**src/hw/rtl/hhs_pkg.sv**
```systemverilog
// Types, constants and string tables for the HTTP header scanner.
package hhs_pkg;

    // Reply size limit and byte counter width
    localparam int unsigned MAX_REPLY_BYTES = 16777216;
    localparam int unsigned CNT_W           = $clog2(MAX_REPLY_BYTES + 1);
    localparam int unsigned LEN_W           = 25;
    localparam logic [LEN_W-1:0] LEN_FIELD_MAX = '1;

    // Control characters
    localparam logic [7:0] CH_CR  = 8'h0D;
    localparam logic [7:0] CH_LF  = 8'h0A;
    localparam logic [7:0] CH_SP  = 8'h20;
    localparam logic [7:0] CH_TAB = 8'h09;
    localparam logic [7:0] CH_NUL = 8'h00;

    localparam int unsigned NUM_SPELLINGS = 4;
    localparam int unsigned NUM_TYPES     = 5;
    localparam int unsigned NAME_LEN      = 13;
    localparam int unsigned TYPE_MAX_LEN  = 24;
    localparam logic [4:0]  VIDX_MAX      = 5'd31;

    // Name spellings, first character in the top byte
    localparam logic [8*NAME_LEN-1:0] NAME_TAB [NUM_SPELLINGS] = '{
        "Content-Type:", "content-type:", "Content-type:", "CONTENT-TYPE:"
    };

    // Value prefixes, right-aligned: last character in the low byte
    localparam logic [8*TYPE_MAX_LEN-1:0] TYPE_TAB [NUM_TYPES] = '{
        "application/pdf", "application/msword", "application/vnd.ms-excel",
        "application/mspowerpoint", "application/postscript"
    };
    localparam int unsigned TYPE_LEN [NUM_TYPES] = '{15, 18, 24, 24, 22};

    typedef enum logic [1:0] {
        PH_SEARCH,
        PH_SKIP,
        PH_MATCH,
        PH_DONE
    } phase_t;

    typedef enum logic [2:0] {
        KIND_UNKNOWN,
        KIND_PDF,
        KIND_WORD,
        KIND_EXCEL,
        KIND_POWERPOINT,
        KIND_POSTSCRIPT
    } kind_t;

    // Priority chain between spelling cells
    typedef struct packed {
        logic  found;
        kind_t kind;
    } chain_t;

    typedef struct packed {
        logic [7:0] data_byte;
        logic       last_byte;
    } in_item_t;

    typedef struct packed {
        logic             header_found;
        logic [LEN_W-1:0] header_length;
        logic [2:0]       content_kind;
        logic             needs_conversion;
    } out_item_t;

    // Character idx of spelling k
    function automatic logic [7:0] name_char(input logic [1:0] k, input logic [3:0] idx);
        int unsigned base;
        base = 8 * (NAME_LEN - 1 - int'(idx));
        if (int'(idx) < NAME_LEN) begin
            return NAME_TAB[k][base +: 8];
        end
        return CH_NUL;
    endfunction

    // Character vi of value prefix j
    function automatic logic [7:0] type_char(input int unsigned j, input logic [4:0] vi);
        int unsigned base;
        base = 0;
        if (int'(vi) < TYPE_LEN[j]) begin
            base = 8 * (TYPE_LEN[j] - 1 - int'(vi));
            return TYPE_TAB[j][base +: 8];
        end
        return CH_NUL;
    endfunction

    function automatic logic [7:0] to_lower(input logic [7:0] b);
        if (b >= 8'h41 && b <= 8'h5A) begin
            return b + 8'h20;
        end
        return b;
    endfunction

    // Saturate the byte count into the length field
    function automatic logic [LEN_W-1:0] sat_len(input logic [CNT_W-1:0] c);
        if (64'(c) > 64'(LEN_FIELD_MAX)) begin
            return LEN_FIELD_MAX;
        end
        return LEN_W'(c);
    endfunction

endpackage

```
**src/hw/rtl/hhs_spell_cell.sv**
```systemverilog
// One spelling matcher cell: name search, blank skip and value match.
module hhs_spell_cell (
    input  logic             aclk,
    input  logic             aresetn,
    input  logic             step,
    input  logic             clear,
    input  logic [7:0]       data_byte,
    input  logic             zero_seen,
    input  logic [1:0]       sel,
    input  hhs_pkg::chain_t  chain_in,
    output hhs_pkg::chain_t  chain_out
);

    logic [3:0]      idx_reg, idx_next;
    hhs_pkg::phase_t ph_reg, ph_next;
    logic [4:0]      cand_reg, cand_next;
    logic [4:0]      vidx_reg, vidx_next;
    hhs_pkg::kind_t  res_reg, res_next;

    logic [7:0] lb;
    logic [4:0] vi;
    logic [4:0] cand;
    logic [4:0] keep;
    logic       hit;
    logic       skip;

    hhs_pkg::phase_t ph_eff;
    hhs_pkg::kind_t  res_eff;

    // Next state for this spelling on one scanned byte
    always_comb begin
        idx_next  = idx_reg;
        ph_next   = ph_reg;
        cand_next = cand_reg;
        vidx_next = vidx_reg;
        res_next  = res_reg;
        lb        = hhs_pkg::to_lower(data_byte);
        skip      = (ph_reg == hhs_pkg::PH_SKIP);
        vi        = skip ? 5'd0 : vidx_reg;
        cand      = skip ? 5'h1F : cand_reg;
        keep      = '0;
        hit       = 1'b0;
        unique case (ph_reg)
            hhs_pkg::PH_SEARCH: begin
                if (!zero_seen) begin
                    if (int'(idx_reg) < hhs_pkg::NAME_LEN &&
                        data_byte == hhs_pkg::name_char(sel, idx_reg)) begin
                        idx_next = idx_reg + 4'd1;
                    end else begin
                        idx_next = (data_byte == hhs_pkg::name_char(sel, 4'd0)) ? 4'd1 : 4'd0;
                    end
                    if (int'(idx_next) >= hhs_pkg::NAME_LEN) begin
                        ph_next = hhs_pkg::PH_SKIP;
                    end
                end
            end
            hhs_pkg::PH_SKIP, hhs_pkg::PH_MATCH: begin
                if (!(skip && (data_byte == hhs_pkg::CH_SP || data_byte == hhs_pkg::CH_TAB))) begin
                    if (skip) begin
                        ph_next   = hhs_pkg::PH_MATCH;
                        vidx_next = 5'd0;
                        cand_next = 5'h1F;
                    end
                    // A full prefix followed by one more byte decides the type
                    for (int j = 0; j < hhs_pkg::NUM_TYPES; j++) begin
                        if (!hit && cand[j] && hhs_pkg::TYPE_LEN[j] == int'(vi)) begin
                            hit      = 1'b1;
                            res_next = hhs_pkg::kind_t'(3'(j + 1));
                            ph_next  = hhs_pkg::PH_DONE;
                        end
                    end
                    if (!hit) begin
                        for (int j = 0; j < hhs_pkg::NUM_TYPES; j++) begin
                            keep[j] = cand[j] && int'(vi) < hhs_pkg::TYPE_LEN[j] &&
                                      hhs_pkg::type_char(j, vi) == lb;
                        end
                        cand_next = keep;
                        if (keep == 5'd0) begin
                            res_next = hhs_pkg::KIND_UNKNOWN;
                            ph_next  = hhs_pkg::PH_DONE;
                        end else if (vi < hhs_pkg::VIDX_MAX) begin
                            vidx_next = vi + 5'd1;
                        end
                    end
                end
            end
            hhs_pkg::PH_DONE: begin
            end
            default: begin
            end
        endcase
    end

    // State registers; end of reply returns to reset values
    always_ff @(posedge aclk) begin
        if (!aresetn || clear) begin
            idx_reg  <= 4'd0;
            ph_reg   <= hhs_pkg::PH_SEARCH;
            cand_reg <= 5'h1F;
            vidx_reg <= 5'd0;
            res_reg  <= hhs_pkg::KIND_UNKNOWN;
        end else if (step) begin
            idx_reg  <= idx_next;
            ph_reg   <= ph_next;
            cand_reg <= cand_next;
            vidx_reg <= vidx_next;
            res_reg  <= res_next;
        end
    end

    // Priority hand-off: the first cell past search decides the kind
    assign ph_eff  = step ? ph_next : ph_reg;
    assign res_eff = step ? res_next : res_reg;

    always_comb begin
        chain_out.found = chain_in.found || (ph_eff != hhs_pkg::PH_SEARCH);
        if (chain_in.found) begin
            chain_out.kind = chain_in.kind;
        end else if (ph_eff == hhs_pkg::PH_DONE) begin
            chain_out.kind = res_eff;
        end else begin
            chain_out.kind = hhs_pkg::KIND_UNKNOWN;
        end
    end

endmodule

```
**src/hw/rtl/http_header_end_and_type_scan.sv**
```systemverilog
// The result item is registered in the output register at the edge that takes the last byte.
// Throughput: one byte per cycle unless stalled; cells step on header bytes up to the limit.
// Input stalls, on any byte, only while a result waits unaccepted in the output register.
// Reset (aresetn low, synchronous) clears all scan state and the output valid.
// Scan state also returns to its reset values after each reply's last byte.
module http_header_end_and_type_scan (
    input  logic               aclk,
    input  logic               aresetn,
    input  logic               s_valid,
    output logic               s_ready,
    input  hhs_pkg::in_item_t  s_item,
    output logic               m_valid,
    input  logic               m_ready,
    output hhs_pkg::out_item_t m_item
);

    logic [hhs_pkg::CNT_W-1:0] cnt_reg, cnt_eff;
    logic [7:0]                rb_reg [3];
    logic                      done_reg, done_eff;
    logic                      zero_reg;
    logic                      m_valid_reg;
    hhs_pkg::out_item_t        m_item_reg;

    logic            acc;
    logic            active;
    logic            last_acc;
    logic            boundary;
    logic [7:0]      b;
    hhs_pkg::chain_t chain [hhs_pkg::NUM_SPELLINGS+1];

    assign b        = s_item.data_byte;
    assign s_ready  = !m_valid_reg || m_ready;
    assign acc      = s_valid && s_ready;
    assign last_acc = acc && s_item.last_byte;
    assign active   = acc && !done_reg && (cnt_reg < hhs_pkg::CNT_W'(hhs_pkg::MAX_REPLY_BYTES));

    // Boundary detect; recent bytes reset to zero, so no count guard is needed
    assign boundary =
        (rb_reg[0] == hhs_pkg::CH_CR && b == hhs_pkg::CH_CR) ||
        (rb_reg[0] == hhs_pkg::CH_LF && b == hhs_pkg::CH_LF) ||
        (rb_reg[2] == hhs_pkg::CH_CR && rb_reg[1] == hhs_pkg::CH_LF &&
         rb_reg[0] == hhs_pkg::CH_CR && b == hhs_pkg::CH_LF) ||
        (rb_reg[2] == hhs_pkg::CH_LF && rb_reg[1] == hhs_pkg::CH_CR &&
         rb_reg[0] == hhs_pkg::CH_LF && b == hhs_pkg::CH_CR);

    assign done_eff = done_reg || (active && boundary);
    assign cnt_eff  = cnt_reg + hhs_pkg::CNT_W'(active);

    // Row of spelling cells, priority passed from cell to cell
    assign chain[0] = '{found: 1'b0, kind: hhs_pkg::KIND_UNKNOWN};

    for (genvar k = 0; k < hhs_pkg::NUM_SPELLINGS; k++) begin : g_cell
        hhs_spell_cell u_cell (
            .aclk      (aclk),
            .aresetn   (aresetn),
            .step      (active),
            .clear     (last_acc),
            .data_byte (b),
            .zero_seen (zero_reg),
            .sel       (2'(k)),
            .chain_in  (chain[k]),
            .chain_out (chain[k+1])
        );
    end

    // Scan state
    always_ff @(posedge aclk) begin
        if (!aresetn || last_acc) begin
            cnt_reg  <= '0;
            rb_reg   <= '{default: 8'h00};
            done_reg <= 1'b0;
            zero_reg <= 1'b0;
        end else if (active) begin
            cnt_reg   <= cnt_eff;
            rb_reg[2] <= rb_reg[1];
            rb_reg[1] <= rb_reg[0];
            rb_reg[0] <= b;
            done_reg  <= done_eff;
            zero_reg  <= zero_reg || (b == hhs_pkg::CH_NUL);
        end
    end

    // Output register
    always_ff @(posedge aclk) begin
        if (!aresetn) begin
            m_valid_reg <= 1'b0;
        end else if (last_acc) begin
            m_valid_reg <= 1'b1;
        end else if (m_ready) begin
            m_valid_reg <= 1'b0;
        end
    end

    always_ff @(posedge aclk) begin
        if (last_acc) begin
            m_item_reg.header_found     <= done_eff;
            m_item_reg.header_length    <= done_eff ? hhs_pkg::sat_len(cnt_eff) : '0;
            m_item_reg.content_kind     <= done_eff ? chain[hhs_pkg::NUM_SPELLINGS].kind
                                                    : hhs_pkg::KIND_UNKNOWN;
            m_item_reg.needs_conversion <= done_eff &&
                (chain[hhs_pkg::NUM_SPELLINGS].kind != hhs_pkg::KIND_UNKNOWN);
        end
    end

    assign m_valid = m_valid_reg;
    assign m_item  = m_item_reg;

endmodule

```
**config.mk**
```make
export PLATFORM = sky130hd
export DESIGN_NAME = http_header_end_and_type_scan
export DESIGN_NICKNAME = d
export VERILOG_FILES = /design/src/hw/rtl/hhs_pkg.sv /design/src/hw/rtl/hhs_spell_cell.sv /design/src/hw/rtl/http_header_end_and_type_scan.sv
export SDC_FILE = /design/constraint.sdc
export NUM_CORES = 1
export LEC_CHECK = 0
export ABC_AREA = 1
export BUFFER_PORTS_ARGS = -buffer_cell sky130_fd_sc_hd__buf_2
export CAP_MARGIN = 10
export CORE_MARGIN = 5
export CORE_UTILIZATION = 60
export CTS_BUF_LIST = sky130_fd_sc_hd__clkbuf_8
export DETAILED_ROUTE_END_ITERATION = 8
export PLACE_DENSITY = 0.77
export SYNTH_ARGS = -nofsm -noshare
export SYNTH_HDL_FRONTEND = slang
export SYNTH_SLANG_ARGS = --single-unit
export TNS_END_PERCENT = 50
```
**constraint.sdc**
```tcl
create_clock -name aclk -period 5.3 [get_ports aclk]
set_input_delay 1.06 -clock aclk [delete_from_list [all_inputs] [get_ports aclk]]
set_output_delay 1.06 -clock aclk [all_outputs]
set_load 0.005 [all_outputs]
```
==> metrics.csv <==
metric;value;unit
status;finished clean;
share of layout cells above drive strength 1;0.07754;
clock-pin slew on the worst setup and hold paths;100;ps
peak supply drop;219.6;uV
setup TNS;0;ps
setup bufs post-CTS;0;
drt drc;0;
fin cells;3790;
initial core utilization;0.6102;
root buf cell;clkbuf_8;
synthesized netlist cell count;3406;
Worst-Margin Slew;878.9;ps
Post-Synthesis Cell Area;18760;sq um
FF+latch count, synth;158;
CTS tree;yes;
count of pins over their slew limit;0;
Hold Slack;474.5;ps
first-pass GRT wire length;101800;um
Final Hold Violating Endpoints;0;
cts hold-fix bufs;0;
clock skew;19.40;ps
setup ws final;477.7;ps
CP Capture Type;flip-flop;
most instantiated cells after synthesis;1,095 x nand2_1, 424 x nand3_1, 377 x nor2_1, 343 x inv_1;
Rows;64;
Synth Area per Inst;5.509;sq um
CTS resizes;0;
top post-synthesis cells by area;nand2_1 22%, dfxtp_1 14%, nand3_1 11%;
CP required;5540;ps
Iter 0 DRT Violations;2817;
post-DR wirelength/cell;16.74;um
I/O pin count;45;
synth-to-layout area growth;4.455;%
leakage;9.992;nW
Min-Delay Startpoint;g_cell[0].u_cell.cand_reg[2];
HPWL after detailed placement;45760;um
PwrDens;178.5;nW/um^2
core area;30750;sq um
Largest register FFs;30;
Num CTS Buffers;17;
min Tclk post-route;4822;ps
Seq/Total Area, Yosys;0.1846;
Max-Cap Viols;0;
reg-to-reg startpoint;g_cell[3].u_cell.ph_reg[1];
Post-Syn Nets;3470;
dpl ws;629.0;ps
largest net degree at the start of global routing;75;
worst path arrival time;5060;ps
Syn. warnings;0;
Crit Path Class;flip-flop to flip-flop;
Post-synth EDFFs;30;
Synth area leader;nand2_1;
Antenna Nets Post-Route;0;
Clock Latency Late Sink;490;ps
hold path cells;2;
unrepaired setup endpoints after global routing;false;
max frequency;0.2074;GHz
Die Ht;186.8;um
main flop type after synthesis;dfxtp_1;
top-area cell type share of the netlist area;0.2191;
htree depth;4;
crit share post-route;0.9099;
worst hold-check path type;flip-flop to flip-flop;
port bufs;44;
initial antenna violation count;1;
via count;22790;
vias in the first global route;20790;
via/cell ratio;6.013;
Die Wd;186.8;um
placed cell count;3756;
grt ovf;0;
GR Util All Layers;0.3435;
area of the die;34910;sq um
final WL;63440;um
final setup fails;0;
final net count;3443;
R2R cell count;26;
1st-pass router iterations;6;
Async S/R FF share, synth;0;
Worst Hold End;g_cell[0].u_cell.cand_reg[2];
count leader, synth;nand2_1;
crit path launch type;flip-flop;
RePlAce Congestion;1.071;
Reg-to-Reg End;m_item[0];
Rel. slew slack;0.4079;
Sink Count;158;
Max FO, Critical Path;12;
post-synthesis cell type count;63;
worst reg2reg setup slack;480;ps
deepest clock path buffer count;2;
## how the worst max path moves through the flow
stage,from,endpoint,cells past startpoint
2_1_floorplan,m_ready,m_item[26],17
3_5_place_dp,s_item[3],m_item[0],25
6_report,g_cell[3].u_cell.ph_reg[1],m_item[0],26
3_3_place_gp,g_cell[3].u_cell.ph_reg[1],m_item[0],25
4_1_cts,g_cell[3].u_cell.ph_reg[1],m_item[0],28
5_1_grt,g_cell[3].u_cell.ph_reg[1],m_item[0],28
## metal layers
metal / GRT usage / wire [um] / vias to the layer above
li1: - / - / 11070
met1: 0.4618 / 26290 / 10250
met2: 0.5497 / 27830 / 1264
met3: 0.06140 / 6915 / 209
met4: 0.1362 / 2380 / 2
met5: 0 / 13 / -
## logic make-up after synthesis
| kind of cell | Yosys count | synth area share |
|---|---|---|
| flops | 158 | 0.1846 |
| simple gates | 2147 | 0.5015 |
| compound gates | 480 | 0.1418 |
| xor+xnor | 53 | 0.02634 |
| buf+inv | 517 | 0.1118 |
| fa+ha+maj | 51 | 0.03401 |
## power breakdown
group	total (mW)	internal, mW	switching, mW
logic	1.13	0.340	0.791
clock network	1.03	0.485	0.547
registers	1.33	1.28	0.0538
total	3.50	2.11	1.39
## cell type report
type | instances | area [sq um]
diodes | 2 | 5.005
clock buffers | 17 | 234.0
clock inverters | 15 | 197.7
fillers | 2989 | 11150
inverters | 390 | 1481
multi-input cells | 2731 | 13220
flip-flops and latches | 158 | 3463
well taps | 396 | 495.5
repair buffers | 81 | 498.0
## through the flow
step | cell area (sq um) | util | power [mW]
5_1_grt | 19590 | 0.6372 | 3.695
3_3_place_gp | 19160 | 0.6232 | 2.431
2_1_floorplan | 18760 | - | 2.186
3_5_place_dp | 19160 | 0.6232 | 2.458
4_1_cts | 19590 | 0.6372 | 3.476
6_report | 19600 | 0.6374 | 3.498
## worst max-delay path, stage by stage (launching register included)
cell,delay (ps)
dfxtp_1,350
inv_1,120
ha_1,490
inv_2,190
nand2_1,130
clkinv_1,380
ha_1,480
o21ai_2,350
nand3_1,210
nor2_1,180
nor2_1,80
nor2_1,130
nand3_1,80
nand2_1,100
nand3_1,70
nor2_1,100
nand3_1,180
nand2_1,200
nand3_1,90
nand2_1,110
a21oi_2,70
nand2_1,90
nor2_1,50
nand3_1,80
nand3_1,90
nand2_1,110
nand3_1,80
## cell usage in the layout (no fill, tap or decap), types with 34 or more instances in the layout
cell type and count:
nand2_1 1095, nand3_1 424, nor2_1 375, inv_1 343, a21oi_1 183, o21ai_0 183, dfxtp_1 128, nand4_1 96
ha_1 51, xor2_1 45, buf_2 44, inv_2 37, buf_4 37, nand2_2 34, o211ai_1 34
Power figures use the tool's default switching activity.
